File: config.mk
export PLATFORM = sky130hd
export DESIGN_NAME = base64_stream_decoder
export DESIGN_NICKNAME = d
export VERILOG_FILES = /design/src/hdl/b64d_pkg.sv /design/src/hdl/b64d_decode.sv /design/src/hdl/b64d_out_fifo.sv /design/src/hdl/base64_stream_decoder.sv
export SDC_FILE = /design/constraint.sdc
export NUM_CORES = 1
export LEC_CHECK = 0
export BUFFER_PORTS_ARGS = -buffer_cell sky130_fd_sc_hd__buf_2
export CAP_MARGIN = 10
export CELL_PAD_IN_SITES_DETAIL_PLACEMENT = 1
export CELL_PAD_IN_SITES_GLOBAL_PLACEMENT = 1
export CORE_MARGIN = 3
export CORE_UTILIZATION = 40
export CTS_BUF_LIST = sky130_fd_sc_hd__clkbuf_4
export CTS_CLUSTER_DIAMETER = 200
export DETAILED_ROUTE_END_ITERATION = 10
export GPL_TIMING_DRIVEN = 0
export PLACE_DENSITY = 0.77
export SETUP_SLACK_MARGIN = 0.05
export SLEW_MARGIN = 30
export SYNTH_ARGS = -nofsm -noshare
export SYNTH_HDL_FRONTEND = slang
export SYNTH_SLANG_ARGS = --single-unit
File: constraint.sdc
create_clock -name clk -period 5.6 [get_ports clk]
set_input_delay 0.56 -clock clk [delete_from_list [all_inputs] [get_ports clk]]
set_output_delay 0.56 -clock clk [all_outputs]
set_load 0.005 [all_outputs]
File: src/hdl/b64d_pkg.sv
`timescale 1ns / 1ps
// ----------------------------------------------------------------------------
// b64d_pkg
// Shared types, constants and the character classifier of the base64 decoder.
// ----------------------------------------------------------------------------
package b64d_pkg;

  localparam int CharW    = 8;
  localparam int CountW   = 16;
  localparam int SymW     = 6;
  localparam int FifoDepthDefault = 4;

  localparam logic [CountW-1:0] CAP_RESET  = 16'hFFFF;
  localparam logic [CountW-1:0] COUNT_MAX  = 16'hFFFF;

  localparam logic [CharW-1:0] CH_NUL   = 8'h00;
  localparam logic [CharW-1:0] CH_UP_A  = 8'h41;
  localparam logic [CharW-1:0] CH_UP_Z  = 8'h5A;
  localparam logic [CharW-1:0] CH_LO_A  = 8'h61;
  localparam logic [CharW-1:0] CH_LO_Z  = 8'h7A;
  localparam logic [CharW-1:0] CH_DIG_0 = 8'h30;
  localparam logic [CharW-1:0] CH_DIG_9 = 8'h39;
  localparam logic [CharW-1:0] CH_PLUS  = 8'h2B;
  localparam logic [CharW-1:0] CH_SLASH = 8'h2F;
  localparam logic [CharW-1:0] CH_PAD   = 8'h3D;

  localparam logic [CharW-1:0] LOWER_OFS = 8'd26;
  localparam logic [CharW-1:0] DIGIT_OFS = 8'd52;
  localparam logic [SymW-1:0]  SYM_PLUS  = 6'd62;
  localparam logic [SymW-1:0]  SYM_SLASH = 6'd63;

  typedef enum logic [1:0] {
    KIND_DATA = 2'd0,
    KIND_DONE = 2'd1,
    KIND_OVF  = 2'd2
  } kind_t;

  typedef struct packed {
    kind_t              kind;
    logic [7:0]         data;
    logic [CountW-1:0]  count;
    logic               last;
  } res_t;

  typedef struct packed {
    logic [1:0] num;
    res_t       res0;
    res_t       res1;
  } push_t;

  typedef struct packed {
    logic            is_sym;
    logic            is_term;
    logic [SymW-1:0] val;
  } sym_t;

  function automatic sym_t classify(input logic [CharW-1:0] c);
    sym_t             s;
    logic [CharW-1:0] t;
    s = '0;
    t = '0;
    if (c >= CH_UP_A && c <= CH_UP_Z) begin
      t = c - CH_UP_A;
      s.is_sym = 1'b1;
      s.val = t[SymW-1:0];
    end else if (c >= CH_LO_A && c <= CH_LO_Z) begin
      t = c - CH_LO_A + LOWER_OFS;
      s.is_sym = 1'b1;
      s.val = t[SymW-1:0];
    end else if (c >= CH_DIG_0 && c <= CH_DIG_9) begin
      t = c - CH_DIG_0 + DIGIT_OFS;
      s.is_sym = 1'b1;
      s.val = t[SymW-1:0];
    end else if (c == CH_PLUS) begin
      s.is_sym = 1'b1;
      s.val = SYM_PLUS;
    end else if (c == CH_SLASH) begin
      s.is_sym = 1'b1;
      s.val = SYM_SLASH;
    end else if (c == CH_PAD || c == CH_NUL) begin
      s.is_term = 1'b1;
    end
    return s;
  endfunction

endpackage

File: src/hdl/b64d_decode.sv
`timescale 1ns / 1ps
// ----------------------------------------------------------------------------
// b64d_decode
// Decoder state, capacity register and per-item result generation.
// ----------------------------------------------------------------------------
module b64d_decode (
  input  logic                        clk,
  input  logic                        rst_n,
  input  logic                        cfg_we,
  input  logic [b64d_pkg::CountW-1:0] cfg_wdata,
  input  logic                        in_acc,
  input  logic [b64d_pkg::CharW-1:0]  in_char,
  output b64d_pkg::push_t             push
);
  import b64d_pkg::*;

  logic [CountW-1:0] cap_r;
  logic [1:0]        gp_r, gp_nxt;
  logic [7:0]        pb_r, pb_nxt;
  logic [CountW-1:0] bd_r, bd_nxt;
  logic              drain_r, drain_nxt;

  sym_t              sym;
  logic [CountW-1:0] bd_inc;
  logic [7:0]        byte_val;
  logic              is_nul;
  push_t             p;

  always_ff @(posedge clk) begin
    if (!rst_n) begin
      cap_r   <= CAP_RESET;
      gp_r    <= '0;
      pb_r    <= '0;
      bd_r    <= '0;
      drain_r <= 1'b0;
    end else begin
      if (cfg_we) begin
        cap_r <= cfg_wdata;
      end
      if (in_acc) begin
        gp_r    <= gp_nxt;
        pb_r    <= pb_nxt;
        bd_r    <= bd_nxt;
        drain_r <= drain_nxt;
      end
    end
  end

  always_comb begin
    sym      = classify(in_char);
    is_nul   = (in_char == CH_NUL);
    bd_inc   = (bd_r == COUNT_MAX) ? bd_r : bd_r + 1'b1;
    gp_nxt   = gp_r;
    pb_nxt   = pb_r;
    bd_nxt   = bd_r;
    drain_nxt = drain_r;
    p        = '0;
    p.res0.kind = KIND_DATA;
    p.res1.kind = KIND_DATA;
    byte_val = '0;

    unique case (gp_r)
      2'd1:    byte_val = pb_r | {6'd0, sym.val[5:4]};
      2'd2:    byte_val = pb_r | {4'd0, sym.val[5:2]};
      2'd3:    byte_val = pb_r | {2'd0, sym.val};
      default: byte_val = '0;
    endcase

    priority if (drain_r) begin
      if (is_nul) begin
        gp_nxt = '0; pb_nxt = '0; bd_nxt = '0; drain_nxt = 1'b0;
      end
    end else if ((gp_r == 2'd0 && bd_r >= cap_r) ||
                 (sym.is_term && (gp_r == 2'd0 || is_nul))) begin
      // finish the string
      p.num = 2'd1;
      p.res0.kind = KIND_DONE;
      p.res0.count = bd_r;
      p.res0.last = 1'b1;
      if (is_nul) begin
        gp_nxt = '0; pb_nxt = '0; bd_nxt = '0; drain_nxt = 1'b0;
      end else begin
        drain_nxt = 1'b1;
      end
    end else if (sym.is_term) begin
      gp_nxt = '0;
      pb_nxt = '0;
    end else if (sym.is_sym) begin
      if (gp_r == 2'd0) begin
        pb_nxt = {sym.val, 2'b00};
        gp_nxt = 2'd1;
      end else begin
        p.res0.kind = KIND_DATA;
        p.res0.data = byte_val;
        bd_nxt = bd_inc;
        unique case (gp_r)
          2'd1:    pb_nxt = {sym.val[3:0], 4'd0};
          2'd2:    pb_nxt = {sym.val[1:0], 6'd0};
          default: pb_nxt = '0;
        endcase
        if (gp_r == 2'd3) begin
          gp_nxt = 2'd0;
          if (bd_inc >= cap_r) begin
            p.num = 2'd2;
            p.res1.kind = KIND_DONE;
            p.res1.count = bd_inc;
            p.res1.last = 1'b1;
            drain_nxt = 1'b1;
          end else begin
            p.num = 2'd1;
            p.res0.last = 1'b1;
          end
        end else if (bd_inc >= cap_r) begin
          p.num = 2'd2;
          p.res1.kind = KIND_OVF;
          p.res1.last = 1'b1;
          drain_nxt = 1'b1;
        end else begin
          p.num = 2'd1;
          p.res0.last = 1'b1;
          gp_nxt = gp_r + 2'd1;
        end
      end
    end else begin
      // skipped character, state unchanged
      p.num = 2'd0;
    end

    if (!in_acc) begin
      p.num = 2'd0;
    end
  end

  assign push = p;

endmodule

File: src/hdl/b64d_out_fifo.sv
`timescale 1ns / 1ps
// ----------------------------------------------------------------------------
// b64d_out_fifo
// Result queue: takes up to two results per cycle, hands out one.
// ----------------------------------------------------------------------------
module b64d_out_fifo #(
  parameter int Depth = b64d_pkg::FifoDepthDefault
) (
  input  logic                         clk,
  input  logic                         rst_n,
  input  b64d_pkg::push_t              push,
  input  logic                         pop,
  output b64d_pkg::res_t               head,
  output logic                         not_empty,
  output logic                         room2,
  output logic [$clog2(Depth+1)-1:0]   level
);
  import b64d_pkg::*;

  localparam int PtrW = (Depth > 1) ? $clog2(Depth) : 1;
  localparam int CntW = $clog2(Depth + 1);
  localparam logic [PtrW-1:0] PtrLast = PtrW'(Depth - 1);
  localparam logic [CntW-1:0] CntRoom = CntW'(Depth - 2);

  res_t            mem [Depth];
  logic [PtrW-1:0] wp_r, wp_nxt, rp_r, rp_nxt, wp1;
  logic [CntW-1:0] cnt_r, cnt_nxt;

  function automatic logic [PtrW-1:0] inc_ptr(input logic [PtrW-1:0] p);
    return (p == PtrLast) ? '0 : p + 1'b1;
  endfunction

  always_comb begin
    wp1 = inc_ptr(wp_r);
    unique case (push.num)
      2'd1:    wp_nxt = wp1;
      2'd2:    wp_nxt = inc_ptr(wp1);
      default: wp_nxt = wp_r;
    endcase
    rp_nxt  = pop ? inc_ptr(rp_r) : rp_r;
    cnt_nxt = cnt_r + CntW'(push.num) - CntW'(pop);
  end

  always_ff @(posedge clk) begin
    if (!rst_n) begin
      wp_r  <= '0;
      rp_r  <= '0;
      cnt_r <= '0;
    end else begin
      wp_r  <= wp_nxt;
      rp_r  <= rp_nxt;
      cnt_r <= cnt_nxt;
    end
  end

  always_ff @(posedge clk) begin
    if (push.num != 2'd0) begin
      mem[wp_r] <= push.res0;
    end
    if (push.num == 2'd2) begin
      mem[wp1] <= push.res1;
    end
  end

  assign head      = mem[rp_r];
  assign not_empty = (cnt_r != '0);
  assign room2     = (cnt_r <= CntRoom);
  assign level     = cnt_r;

endmodule

File: src/hdl/base64_stream_decoder.sv
`timescale 1ns / 1ps
// ----------------------------------------------------------------------------
// base64_stream_decoder
// Streaming base64 decoder, one character per item, bytes out as they form.
// A result is written into the result queue when its character is accepted
// and offered from there. Throughput: one character per cycle while the queue
// has room; a character that yields two results is absorbed by the result queue of Depth entries.
// Input is taken while the queue has room for two results.
// Reset: synchronous active-low; clears decoder state and queue, capacity 65535.
// ----------------------------------------------------------------------------
module base64_stream_decoder #(
  parameter int Depth = b64d_pkg::FifoDepthDefault
) (
  input  logic                        clk,
  input  logic                        rst_n,
  input  logic                        cfg_we,
  input  logic [b64d_pkg::CountW-1:0] cfg_wdata,
  input  logic                        in_tvalid,
  output logic                        in_tready,
  input  logic [7:0]                  in_tdata,   // [7:0] char_code
  output logic                        out_tvalid,
  input  logic                        out_tready,
  output logic [23:0]                 out_tdata,  // [7:0] data_byte, [23:8] byte_count
  output logic [1:0]                  out_tuser,  // [1:0] kind
  output logic                        out_tlast
);
  import b64d_pkg::*;

  push_t                       push;
  res_t                        head;
  logic                        in_acc;
  logic                        pop;
  logic                        room2;
  logic [$clog2(Depth+1)-1:0]  level;

  assign in_acc = in_tvalid && in_tready;
  assign pop    = out_tvalid && out_tready;

  b64d_decode u_decode (
    .clk       (clk),
    .rst_n     (rst_n),
    .cfg_we    (cfg_we),
    .cfg_wdata (cfg_wdata),
    .in_acc    (in_acc),
    .in_char   (in_tdata),
    .push      (push)
  );

  b64d_out_fifo #(
    .Depth (Depth)
  ) u_fifo (
    .clk       (clk),
    .rst_n     (rst_n),
    .push      (push),
    .pop       (pop),
    .head      (head),
    .not_empty (out_tvalid),
    .room2     (room2),
    .level     (level)
  );

  assign in_tready = room2;
  assign out_tdata = {head.count, head.data};
  assign out_tuser = head.kind;
  assign out_tlast = head.last;

  a_level_bound: assert property (@(posedge clk) disable iff (!rst_n)
    level <= ($clog2(Depth+1))'(Depth))
    else $error("result queue overfilled");

  a_end_is_last: assert property (@(posedge clk) disable iff (!rst_n)
    out_tvalid && (out_tuser == KIND_DONE || out_tuser == KIND_OVF) |-> out_tlast)
    else $error("done or overflow result without last");

  a_ovf_clean: assert property (@(posedge clk) disable iff (!rst_n)
    out_tvalid && out_tuser == KIND_OVF |-> out_tdata == '0)
    else $error("overflow result carries data");

  a_reset_empty: assert property (@(posedge clk)
    !rst_n |=> !out_tvalid)
    else $error("results offered after reset");

endmodule

==> flow_summary.yaml <==
floorplanning:
  io_pins: 58
  die_x_um: 158
  core_area_um2: 22200
  rows: 54
  die_h_um: 158
  initial_core_util_pct: 41.4
  die-area_um2: 24800
setup_path:
  max_stage_delay_ns: 0.45
  path_class: "flip-flop to flip-flop"
  cp.arrival_ns: 5.76
  worst_setup_path_start_kind: "flip-flop"
  crit_chain: "clkbuf_4 -> and4_1 -> nand4_1 -> nor4_4 -> and3_4 -> buf_6 -> nor2_1 -> nand2_2 -> xor2_4 -> inv_1 -> ha_1 -> a21o_1 -> a21oi_1 -> o211ai_1 -> a31oi_2 -> o21a_2 -> a21boi_4 -> nand2b_2 -> ha_1 -> and2_1 -> nand4_1 -> buf_2 -> o21ai_1"
  r2r_slack_ns: 0.27
  worst_ep_required_time_ns: 6.03
  critPathBufInv: 4
  crit_path_max_fanout: 10
  slowest_stage: "and2_1"
  critPathTopFamily: "simple AND/OR/NAND/NOR gates"
  end_kind: "flip-flop"
logic_synthesis:
  yosys.area_share.simple_pct: 16.0
  yosysUniqueCellTypes: 77
  synth_top_cell_by_area: "edfxtp_1"
  synth_fa_ha_area_share_pct: 8.26
  synth_fp_nets: 1017
  synthMuxAreaShare_pct: 7.06
  ys_async_sr_fraction_pct: 0
  ys.flop_type: "dfxtp_1"
  yosys-top-cells-count: "155 x nand2_1, 84 x dfxtp_1, 76 x edfxtp_1"
  synth_top_area_share_pct: 24.9
  ys_top_cells_by_area: "edfxtp_1 25%, dfxtp_1 18%, ha_1 8.0%"
  yosysMostFrequentCell: "nand2_1"
  ys_ff_latch: 160
  synth_warnings: 0
  synth-xor-area-share_pct: 1.69
  netlist_area_um2: 9180
  synth_cells: 928
  ys_seq_area_share_pct: 43.2
  synth_compound_area_share_pct: 18.7
  syn_avg_cell_area_um2: 9.89
  synth_top_family_by_area: "compound AO/OA/AOI/OAI gates"
  synth-edff-count: 76
power:
  p_leak_uw: 0.00400
  irDropWorstVdd_mv: 0.115
  p_sw_share_pct: 30.4
  p_seq_share_pct: 54.5
  clockPowerShare_pct: 27.8
  power_density_nw_per_um2: 218
  combPwrFrac_pct: 17.7
  p_sw_uw: 704
  internal-power_uw: 1610
sta:
  final.min_clock_period_ns: 5.33
  max_freq_ghz: 0.188
  finalCritPeriodShare_pct: 95.1
  setup_viol_count_final: 0
  skew_ns: 0.0169
  relSlewSlack_pct: 41.6
  worst_slack_ns: 0.272
  slew_viol_final: 0
  hold_slack_ns: 0.192
  hold_viol: 0
  worst_pin_slew_ns: 0.876
  rsz0062_at_grt: "no"
cts:
  cts.path.max_buffers: 2
  cts_tree: "built"
  clk_latency_ns: 0.59
  holdBufCountCts: 0
  cts_max_level: 4
  cts_buffers: 17
  cts_root_buffer: "clkbuf_4"
  clock_sinks: 160
  cts.reportedPaths.clkPinSlew_ns: 0.15
min_path:
  hp-class: "input pin to flip-flop"
placed_design:
  portBuffers: 56
  place.gp.congestion: 0.803
  hpwlAfterDp_mm: 18.6
  post-place-ws_ns: -1.30
global_routing:
  globalRoute.totalOverflow: 0
  grtUsageTotal_pct: 21.2
  grt_max_degree: 20
  antenna_found_initial: 1
  grt_pass1_vias: 7661
  grt_pass1_wl_mm: 41.4
route:
  drt_iter0_markers: 513
  drc: 0
  drtAntennaViolNets: 0
  firstDrtPassIters: 4
  wirelength_mm: 26.0
  wl_per_cell_um: 19.6
  via_per_inst: 5.61
  vias: 7456
cells_and_area:
  finish.utilization_pct: 48.0
  syn_to_final_growth_pct: 15.8
  finalNetCount: 1125
  drive_above_1_share_pct: 23.2
status:
  status: "finished, final reports clean"
flow_run:
  max_cap_viol_count: 0
[worst paths after layout]
| path | cells after the start | start | endpoint |
|---|---|---|---|
| max | 23 | u_decode.bd_r[5] | u_fifo.mem[1][16] |
| min | 3 | cfg_wdata[10] | u_decode.cap_r[10] |
| max reg2reg | 23 | u_decode.bd_r[5] | u_fifo.mem[1][16] |
| min reg2reg | 2 | u_fifo.mem[3][23] | u_fifo.mem[3][23] |
[power by group through the flow]
| stage | combinational [µW] | clock, µW | sequential (µW) |
|---|---|---|---|
| CTS | 413 | 651 | 1260 |
| finish | 409 | 643 | 1260 |
| detailed placement | 409 | 0 | 1290 |
| floorplan | 292 | 0 | 1280 |
| global route | 463 | 701 | 1270 |
| global placement | 402 | 0 | 1290 |
[logic make-up after synthesis]
family          count (synthesis)
xor+xnor                       16
flops                         160
compound gates                249
fa+ha+maj                      60
mux                            31
simple gates                  298
buf+inv                       114
[worst register-to-register path: stages, from the launching register on]
cell and delay (ns):
dfxtp_1 0.39, clkbuf_4 0.21, and4_1 0.29, nand4_1 0.21
nor4_4 0.34, and3_4 0.24, buf_6 0.16, nor2_1 0.11
nand2_2 0.14, xor2_4 0.22, inv_1 0.07, ha_1 0.29
a21o_1 0.11, a21oi_1 0.07, o211ai_1 0.22, a31oi_2 0.07
o21a_2 0.26, a21boi_4 0.22, nand2b_2 0.20, ha_1 0.20
and2_1 0.45, nand4_1 0.24, buf_2 0.26, o21ai_1 0.20
[layout by cell type, fill, tap and decap left out, drive strengths merged, types with 27 or more instances in the layout]
cell type  Yosys  routed
edfxtp        76      76
dfxtp         84      84
buf           20     112
nor2          38      38
clkbuf        34      49
ha            59      59
inv           60      61
nand2        155     155
o21ai         88      88
mux4          27      27
a21oi         42      42
[what timing repair did]
| item | in CTS | in global routing |
|---|---|---|
| pin swaps | 9 | 8 |
| gates resized for setup | 48 | 27 |
| setup endpoints to repair | 175 | 153 |
| buffers inserted | 17 | 20 |
[registers in the layout, indices dropped and copies added (netlist names), named ones only]
name              flops
u_fifo.wp_r           2
u_fifo.rp_r           2
u_decode.bd_r        16
u_fifo.mem          108
u_decode.gp_r         2
u_fifo.level          3
u_decode.cap_r       16
u_decode.drain_r      1
u_decode.pb_r         8
[layer usage]
layer	track usage [%]	part of all wire (%)	wire, µm
met3	2.64	4.0	1050
met2	34.3	47	12200
met5	0	0	0
met4	5.83	1.5	380
met1	30.2	48	12400
[layout make-up]
class / count / area (µm²)
Fill cell: 2558 / 11500
Antenna cell: 1 / 2.50
Timing Repair Buffer: 93 / 583
Tap cell: 280 / 350
Clock buffer: 18 / 135
Inverter: 60 / 240
Buffer: 50 / 274
Multi-Input combinational cell: 654 / 4970
Clock inverter: 13 / 109
Sequential cell: 160 / 3970
[per-stage QoR]
step | instances | total power (µW) | TNS [ns] | instance area, µm²
after floorplan | 928 | 1570 | 0 | 9180
after global placement | 1264 | 1690 | -99.32 | 9810
after detailed placement | 1264 | 1700 | -128.99 | 9810
after CTS | 1308 | 2330 | 0 | 10400
after global routing | 1329 | 2430 | 0 | 10600
final | 1329 | 2310 | 0 | 10600
Note: power is estimated with default switching activity, not from simulation.
